**src/hw/rtl/mau_pkg.sv**
```systemverilog
// ----------------------------------------------------------------------------
// Modular arithmetic unit package
// Shared widths, action codes and reducer types.
// ----------------------------------------------------------------------------
package mau_pkg;

  localparam int unsigned RESIDUE_WIDTH = 30;
  localparam int unsigned OPERAND_WIDTH = 64;
  localparam int unsigned LEN_WIDTH     = $clog2(OPERAND_WIDTH + 1);
  localparam int unsigned ACTION_WIDTH  = 3;

  localparam logic [RESIDUE_WIDTH-1:0] MODULUS_RESET = RESIDUE_WIDTH'(998244353);

  typedef enum logic [ACTION_WIDTH-1:0] {
    ACT_ADD = 3'd0,
    ACT_SUB = 3'd1,
    ACT_MUL = 3'd2,
    ACT_DIV = 3'd3,
    ACT_POW = 3'd4
  } action_e;

  typedef struct packed {
    logic                      start;
    logic [OPERAND_WIDTH-1:0]  value;
    logic [LEN_WIDTH-1:0]      len;
    logic [RESIDUE_WIDTH-1:0]  modulus;
    logic                      neg;
  } red_req_t;

endpackage

```
**src/hw/rtl/modular_arithmetic_unit.sv**
```systemverilog
// ----------------------------------------------------------------------------
// Modular arithmetic unit
// Add, subtract, multiply, divide and power over a prime modulus.
// ----------------------------------------------------------------------------
// Usage:
//   Raise start_i with action_i, operand_a_i and operand_b_i while busy_o is
//   low; the item is taken at that edge and busy_o stays high until the
//   result is shown. result_o is valid for exactly one cycle with
//   result_valid_o; the receiver cannot stall it.
//   cfg_we_i/cfg_wdata_i write the modulus; write only while idle.
//   All work runs through one bit-serial reducer (one bit per cycle) and
//   one registered multiplier under a sequencer.
//   Steps: reduce a, then b; add and subtract finish there, multiply
//   adds a multiply-reduce pass. Power and divide add up to two
//   multiply-reduce passes per exponent bit; divide ends with a
//   multiply-reduce pass by a. One item at a time.
//   Reset: sequencer idle, modulus set to 998244353.
//   A modulus below two or an unused action gives a result of 0.
// ----------------------------------------------------------------------------
module modular_arithmetic_unit (
  input  logic                                     clk_i,
  input  logic                                     rst_ni,
  input  logic                                     start_i,
  output logic                                     busy_o,
  input  logic [mau_pkg::ACTION_WIDTH-1:0]         action_i,
  input  logic signed [mau_pkg::OPERAND_WIDTH-1:0] operand_a_i,
  input  logic signed [mau_pkg::OPERAND_WIDTH-1:0] operand_b_i,
  output logic [mau_pkg::RESIDUE_WIDTH-1:0]        result_o,
  output logic                                     result_valid_o,
  input  logic                                     cfg_we_i,
  input  logic [mau_pkg::RESIDUE_WIDTH-1:0]        cfg_wdata_i
);

  localparam int unsigned W  = mau_pkg::RESIDUE_WIDTH;
  localparam int unsigned OW = mau_pkg::OPERAND_WIDTH;

  typedef enum logic [7:0] {
    S_IDLE  = 8'b0000_0001,
    S_RA    = 8'b0000_0010,
    S_RB    = 8'b0000_0100,
    S_PCHK  = 8'b0000_1000,
    S_PLOOP = 8'b0001_0000,
    S_MUL   = 8'b0010_0000,
    S_MRED  = 8'b0100_0000,
    S_DONE  = 8'b1000_0000
  } state_e;

  typedef enum logic [2:0] {
    P_PLAIN = 3'b001,
    P_ACC   = 3'b010,
    P_SQR   = 3'b100
  } purpose_e;

  state_e             state_q, state_d;
  purpose_e           pur_q, pur_d;
  logic [W-1:0]       p_q;
  logic [mau_pkg::ACTION_WIDTH-1:0] act_q, act_d;
  logic [OW-1:0]      opb_q, opb_d;
  logic [W-1:0]       a_q, a_d, base_q, base_d, acc_q, acc_d, e_q, e_d;
  logic [W-1:0]       mx_q, mx_d, my_q, my_d, res_q, res_d;
  logic [2*W-1:0]     prod;
  logic               div_q, div_d;
  mau_pkg::red_req_t  req_q, req_d;
  logic               red_done;
  logic [W-1:0]       red_rem;
  logic [W:0]         sum;
  logic [W-1:0]       pm1, fix;

  mau_reduce u_reduce (
    .clk_i  (clk_i),
    .rst_ni (rst_ni),
    .req_i  (req_q),
    .done_o (red_done),
    .rem_o  (red_rem)
  );

  assign pm1  = p_q - 1'b1;
  assign prod = mx_q * my_q;

  always_comb begin
    state_d = state_q;
    pur_d   = pur_q;
    act_d   = act_q;
    opb_d   = opb_q;
    a_d     = a_q;
    base_d  = base_q;
    acc_d   = acc_q;
    e_d     = e_q;
    mx_d    = mx_q;
    my_d    = my_q;
    res_d   = res_q;
    div_d   = div_q;
    req_d   = req_q;
    req_d.start = 1'b0;
    sum     = '0;
    fix     = '0;

    unique case (state_q)
      S_IDLE: begin
        if (start_i) begin
          act_d = action_i;
          opb_d = operand_b_i;
          if (p_q < W'(2) || action_i > mau_pkg::ACT_POW) begin
            res_d   = '0;
            state_d = S_DONE;
          end else begin
            req_d.start   = 1'b1;
            req_d.value   = operand_a_i[OW-1] ? OW'(0) - operand_a_i : operand_a_i;
            req_d.neg     = operand_a_i[OW-1];
            req_d.len     = mau_pkg::LEN_WIDTH'(OW);
            req_d.modulus = p_q;
            state_d       = S_RA;
          end
        end
      end
      S_RA: begin
        if (red_done) begin
          a_d           = red_rem;
          req_d.start   = 1'b1;
          req_d.value   = opb_q[OW-1] ? OW'(0) - opb_q : opb_q;
          req_d.neg     = opb_q[OW-1];
          req_d.len     = mau_pkg::LEN_WIDTH'(OW);
          req_d.modulus = (act_q == mau_pkg::ACT_POW) ? pm1 : p_q;
          state_d       = S_RB;
        end
      end
      S_RB: begin
        if (red_done) begin
          div_d = 1'b0;
          acc_d = W'(1);
          unique case (act_q)
            mau_pkg::ACT_ADD, mau_pkg::ACT_SUB: begin
              sum = (act_q == mau_pkg::ACT_ADD)
                  ? {1'b0, a_q} + {1'b0, red_rem}
                  : {1'b0, a_q} + {1'b0, p_q} - {1'b0, red_rem};
              fix = (sum >= {1'b0, p_q}) ? W'(sum - {1'b0, p_q}) : W'(sum);
              res_d   = fix;
              state_d = S_DONE;
            end
            mau_pkg::ACT_MUL: begin
              mx_d    = a_q;
              my_d    = red_rem;
              pur_d   = P_PLAIN;
              state_d = S_MUL;
            end
            mau_pkg::ACT_DIV: begin
              div_d   = 1'b1;
              base_d  = red_rem;
              e_d     = (p_q == W'(2)) ? '0 : p_q - W'(2);
              state_d = S_PCHK;
            end
            default: begin
              base_d  = a_q;
              e_d     = red_rem;
              state_d = S_PCHK;
            end
          endcase
        end
      end
      S_PCHK: begin
        if (base_q == '0 || base_q == W'(1) || e_q == '0) begin
          fix = (base_q == '0) ? '0 : W'(1);
          if (div_q) begin
            mx_d    = a_q;
            my_d    = fix;
            pur_d   = P_PLAIN;
            state_d = S_MUL;
          end else begin
            res_d   = fix;
            state_d = S_DONE;
          end
        end else begin
          state_d = S_PLOOP;
        end
      end
      S_PLOOP: begin
        if (e_q == '0) begin
          if (div_q) begin
            mx_d    = a_q;
            my_d    = acc_q;
            pur_d   = P_PLAIN;
            state_d = S_MUL;
          end else begin
            res_d   = acc_q;
            state_d = S_DONE;
          end
        end else if (e_q[0]) begin
          mx_d    = acc_q;
          my_d    = base_q;
          pur_d   = P_ACC;
          state_d = S_MUL;
        end else begin
          mx_d    = base_q;
          my_d    = base_q;
          pur_d   = P_SQR;
          state_d = S_MUL;
        end
      end
      S_MUL: begin
        req_d.start   = 1'b1;
        req_d.value   = OW'(prod) << (OW - 2 * W);
        req_d.neg     = 1'b0;
        req_d.len     = mau_pkg::LEN_WIDTH'(2 * W);
        req_d.modulus = p_q;
        state_d       = S_MRED;
      end
      S_MRED: begin
        if (red_done) begin
          unique case (pur_q)
            P_ACC: begin
              acc_d   = red_rem;
              mx_d    = base_q;
              my_d    = base_q;
              pur_d   = P_SQR;
              state_d = S_MUL;
            end
            P_SQR: begin
              base_d  = red_rem;
              e_d     = e_q >> 1;
              state_d = S_PLOOP;
            end
            default: begin
              res_d   = red_rem;
              state_d = S_DONE;
            end
          endcase
        end
      end
      default: begin
        state_d = S_IDLE;
      end
    endcase
  end

  always_ff @(posedge clk_i or negedge rst_ni) begin
    if (!rst_ni) begin
      state_q <= S_IDLE;
      pur_q   <= P_PLAIN;
      p_q     <= mau_pkg::MODULUS_RESET;
      req_q   <= '0;
      div_q   <= 1'b0;
    end else begin
      state_q <= state_d;
      pur_q   <= pur_d;
      req_q   <= req_d;
      div_q   <= div_d;
      if (cfg_we_i) begin
        p_q <= cfg_wdata_i;
      end
    end
  end

  always_ff @(posedge clk_i) begin
    act_q  <= act_d;
    opb_q  <= opb_d;
    a_q    <= a_d;
    base_q <= base_d;
    acc_q  <= acc_d;
    e_q    <= e_d;
    mx_q   <= mx_d;
    my_q   <= my_d;
    res_q  <= res_d;
  end

  assign busy_o         = (state_q != S_IDLE);
  assign result_valid_o = (state_q == S_DONE);
  assign result_o       = res_q;

endmodule

```
**src/hw/rtl/mau_reduce.sv**
```systemverilog
// ----------------------------------------------------------------------------
// Modular reducer
// Bit-serial floor remainder of a left-aligned magnitude by a variable
// modulus, one bit per cycle, with sign fix-up at the end.
// ----------------------------------------------------------------------------
module mau_reduce (
  input  logic                              clk_i,
  input  logic                              rst_ni,
  input  mau_pkg::red_req_t                 req_i,
  output logic                              done_o,
  output logic [mau_pkg::RESIDUE_WIDTH-1:0] rem_o
);

  logic [mau_pkg::OPERAND_WIDTH-1:0] sh_q;
  logic [mau_pkg::RESIDUE_WIDTH-1:0] r_q, m_q, r_step;
  logic [mau_pkg::LEN_WIDTH-1:0]     cnt_q;
  logic                              run_q, done_q, neg_q;
  logic [mau_pkg::RESIDUE_WIDTH:0]   trial, diff;

  always_comb begin
    trial  = {r_q, sh_q[mau_pkg::OPERAND_WIDTH-1]};
    diff   = trial - {1'b0, m_q};
    r_step = (trial >= {1'b0, m_q}) ? diff[mau_pkg::RESIDUE_WIDTH-1:0]
                                     : trial[mau_pkg::RESIDUE_WIDTH-1:0];
  end

  always_ff @(posedge clk_i or negedge rst_ni) begin
    if (!rst_ni) begin
      run_q  <= 1'b0;
      done_q <= 1'b0;
      sh_q   <= '0;
      r_q    <= '0;
      m_q    <= '0;
      cnt_q  <= '0;
      neg_q  <= 1'b0;
    end else if (req_i.start) begin
      sh_q   <= req_i.value;
      r_q    <= '0;
      m_q    <= req_i.modulus;
      cnt_q  <= req_i.len;
      neg_q  <= req_i.neg;
      run_q  <= 1'b1;
      done_q <= 1'b0;
    end else if (run_q) begin
      sh_q  <= sh_q << 1;
      r_q   <= r_step;
      cnt_q <= cnt_q - 1'b1;
      if (cnt_q == mau_pkg::LEN_WIDTH'(1)) begin
        run_q  <= 1'b0;
        done_q <= 1'b1;
      end
    end else begin
      done_q <= 1'b0;
    end
  end

  assign done_o = done_q;
  assign rem_o  = (neg_q && r_q != '0) ? m_q - r_q : r_q;

endmodule

```
**config.mk**
```make
export PLATFORM = sky130hd
export DESIGN_NAME = modular_arithmetic_unit
export DESIGN_NICKNAME = d
export VERILOG_FILES = /design/src/hw/rtl/mau_pkg.sv /design/src/hw/rtl/modular_arithmetic_unit.sv /design/src/hw/rtl/mau_reduce.sv
export SDC_FILE = /design/constraint.sdc
export NUM_CORES = 2
export LEC_CHECK = 0
export BUFFER_PORTS_ARGS = -buffer_cell sky130_fd_sc_hd__clkbuf_2
export CELL_PAD_IN_SITES_DETAIL_PLACEMENT = 0
export CELL_PAD_IN_SITES_GLOBAL_PLACEMENT = 1
export CORE_ASPECT_RATIO = 1.1
export CORE_MARGIN = 2
export CORE_UTILIZATION = 50
export CTS_CLUSTER_DIAMETER = 40
export DETAILED_ROUTE_END_ITERATION = 16
export PLACE_DENSITY_LB_ADDON = 0.1
export SLEW_MARGIN = 10
export SYNTH_ARGS = -nofsm -noshare
export SYNTH_HDL_FRONTEND = slang
export SYNTH_SLANG_ARGS = --single-unit
```
**constraint.sdc**
```tcl
create_clock -name clk_i -period 16.35 [get_ports clk_i]
set_input_delay 0.8175 -clock clk_i [delete_from_list [all_inputs] [get_ports clk_i]]
set_output_delay 0.8175 -clock clk_i [all_outputs]
set_load 0.03 [all_outputs]
```
==> results.yml <==
global_route:
  antenna_found_initial: 11
  grt_pass1_vias: 56300
  grt_overflow_total: 0
  grt_max_degree: 93
  grt_pass1_wl_um: 350700
  grt_util_all_layers_pct: 34.64
critical_path:
  cp_slowest_cell: "a21oi_1"
  worst-path-max-fanout: 16
  cpMostUsedCell: "nand2_1"
  crit_path_end_kind: "register"
  critical_path_class: "register to register"
  cp.arrival_ns: 10.22
  r2r_cells: 31
  cpPeakStageDelay_ns: 0.92
  cp-start-kind: "register"
  cp_data_required_time_ns: 16.78
synth:
  syn_area_um2: 66280
  async_flop_share_pct: 49.73
  syn_inst: 7352
  ys_ff_latch: 551
  synthFlopType: "edfxtp_1"
  synth_seq_area_share_pct: 22.91
  avgSynthCellArea_um2: 9.015
  synth_cell_types: 84
  ys.warnings.count: 0
  synth_edf_count: 277
  syn-num-nets: 8737
job:
  cap_violations: 0
worst_hold_path:
  min_path_type: "primary input to asynchronous set/reset pin"
detailed_routing:
  ant_nets: 0
  vias_per_cell: 5.947
  wl_per_cell_um: 25.01
  drt_pass1_iterations: 6
  wl_um: 231200
  route.detailed.drc: 0
  vias: 54970
  drtIter0Drc: 5049
placement:
  dp_hpwl_um: 172900
  place.gp.congestion: 0.9454
  io_buffers: 196
clock_network:
  postCtsHoldBufs: 0
  clockBufferDepth: 3
  cts_tree: "done"
  cts_buffers: 100
  post_cts_buffers: 0
  cts_max_level: 3
  clk_latency_ns: 0.71
  cts_root_buf: "clkbuf_16"
  clk_pin_slew_ns: 0.05
  post_cts_resized: 0
  clock-sinks: 551
floorplan:
  core_area_um2: 132100
  ios: 197
  die_width_um: 351.1
  dieArea_um2: 135500
  initial_core_util_pct: 50.18
  die_h_um: 385.9
  row_count: 140
sta:
  relSlewSlack_pct: 12.75
  period_share_pct: 59.87
  max_slew.worst_pin.slew_ns: 1.272
  finalClockSkew_ns: 0.03632
  fin_hold_ws_ns: 0.07480
  setup-tns-final_ns: 0
  grt_setup_unrepaired: "no"
  hold_viol: 0
  setup_viol: 0
  timing.final.max_slew_violations: 0
  min_period_ns: 9.789
  max_freq_mhz: 102.2
finish:
  layout.nets: 8757
  final_common_cell: "inv_1"
  final_cell_mix: "inv_1, nand2_1, fa_1"
  drive_above_1_share_pct: 8.393
  area_growth_pct: 9.512
status:
  outcome: "finished clean"
==> layer usage <==
layer	vias up	wire [um]	GRT usage (%)
met3	592	14350	4.087
met2	2190	110100	57.16
met4	0	15150	19.74
met1	27670	91600	44.23
met5	-	0	0
li1	24520	-	-
==> logic make-up (layout without fill, tap and decap cells) <==
| family | after synthesis | in the layout | share of synthesized area [%] |
|---|---|---|---|
| fa+ha+maj | 1220 | 1220 | 32.19 |
| xor+xnor | 322 | 322 | 4.255 |
| mux | 168 | 168 | 2.620 |
| flops | 551 | 551 | 22.91 |
| buf+inv | 1452 | 1559 | 8.238 |
| compound gates | 1476 | 1476 | 14.14 |
| simple gates | 2163 | 2163 | 15.64 |
| other cells | 0 | 8 | 0 |
==> area by class of cell <==
cell class                 instances  area, um^2
sequential                       551       15190
tap                             1775        2221
inverter                        1041        3909
clock buffer                     117        2670
multi-input combinational       5349       45730
fill                           12470       59490
antenna                            8       20.02
clock inverter                    72       853.3
timing repair buffer             329        1989
==> registers in the layout, summed over array words and instances, names as in the netlist <==
| register | cells |
|---|---|
| req_q | 98 |
| state_q | 8 |
| u_reduce.run_q | 1 |
| act_q | 3 |
| base_q | 30 |
| u_reduce.sh_q | 64 |
| pur_q | 3 |
| u_reduce.r_q | 30 |
| u_reduce.cnt_q | 7 |
| mx_q | 30 |
| e_q | 30 |
| u_reduce.neg_q | 1 |
| opb_q | 64 |
| acc_q | 30 |
| my_q | 30 |
| p_q | 30 |
| div_q | 1 |
| a_q | 30 |
| u_reduce.m_q | 30 |
| result_o | 30 |
| u_reduce.done_o | 1 |
==> cell usage after synthesis, types with 11 or more instances <==
master	count	area, um^2
o21bai_1	30	225.2
a21oi_1	357	1787
nor3b_1	22	165.2
a22oi_1	81	608.1
ha_1	411	5142
nand3_1	60	300.3
mux2i_1	124	1241
mux2_2	44	495.5
inv_1	1037	3892
o21ai_0	427	2137
nand2_1	901	3382
nand2b_1	27	168.9
nand4_1	44	275.3
nand3b_1	11	82.58
o22ai_1	26	162.7
or4_1	24	180.2
xor2_1	113	989.7
or2_2	23	143.9
nor2_1	363	1363
and3_1	30	187.7
a221o_1	12	120.1
o31ai_1	56	420.4
a211oi_1	50	375.4
fa_1	809	16200
edfxtp_1	277	8318
buf_1	16	60.06
a21o_1	92	690.7
clkbuf_1	387	1453
dfrtp_1	265	6631
nor3_1	80	400.4
xnor2_1	209	1831
and2_1	429	2684
nor4_1	44	275.3
nor2b_1	33	206.5
a31oi_1	52	325.3
a222oi_1	23	230.2
o221ai_1	68	595.6
o211ai_1	25	187.7
o21a_1	38	285.3
or3_1	40	250.2
o41ai_1	20	175.2
==> through the flow <==
| step | worst slack, ns | util [%] | cells | cell area [um^2] |
|---|---|---|---|---|
| after floorplan | 4.498 | - | 7352 | 66280 |
| after global placement | 6.830 | 52.27 | 9045 | 69040 |
| after detailed placement | 6.714 | 52.27 | 9045 | 69040 |
| after CTS | 6.622 | 54.94 | 9234 | 72570 |
| after global routing | 6.086 | 54.96 | 9241 | 72580 |
| final | 6.561 | 54.96 | 9242 | 72590 |
==> path summary, 6_finish.rpt <==
kind                             startpoint                end  slack, ns
setup / recovery           u_reduce.r_q[10]       result_o[28]       6.56
hold / removal                       rst_ni   u_reduce.m_q[26]       0.07
setup reg to reg           u_reduce.r_q[10]       result_o[28]       6.56
hold reg to reg                   req_q[85]  u_reduce.sh_q[47]       0.48
max in group asynchronous            rst_ni         req_q[102]      14.76
min in group clk_i          operand_b_i[12]          opb_q[12]       0.28
==> critical path: cells and delay by family, from the launching register on <==
family          cells  cell delay (ns)
buf+inv             3             0.69
xor+xnor            1             0.14
flops               1             0.47
fa+ha+maj           3             1.22
simple gates       11             2.77
compound gates     12             3.83
mux                 1             0.37
Power is not shown: default switching activity piles up to over one toggle a cycle in this logic, so the estimate is an artifact.
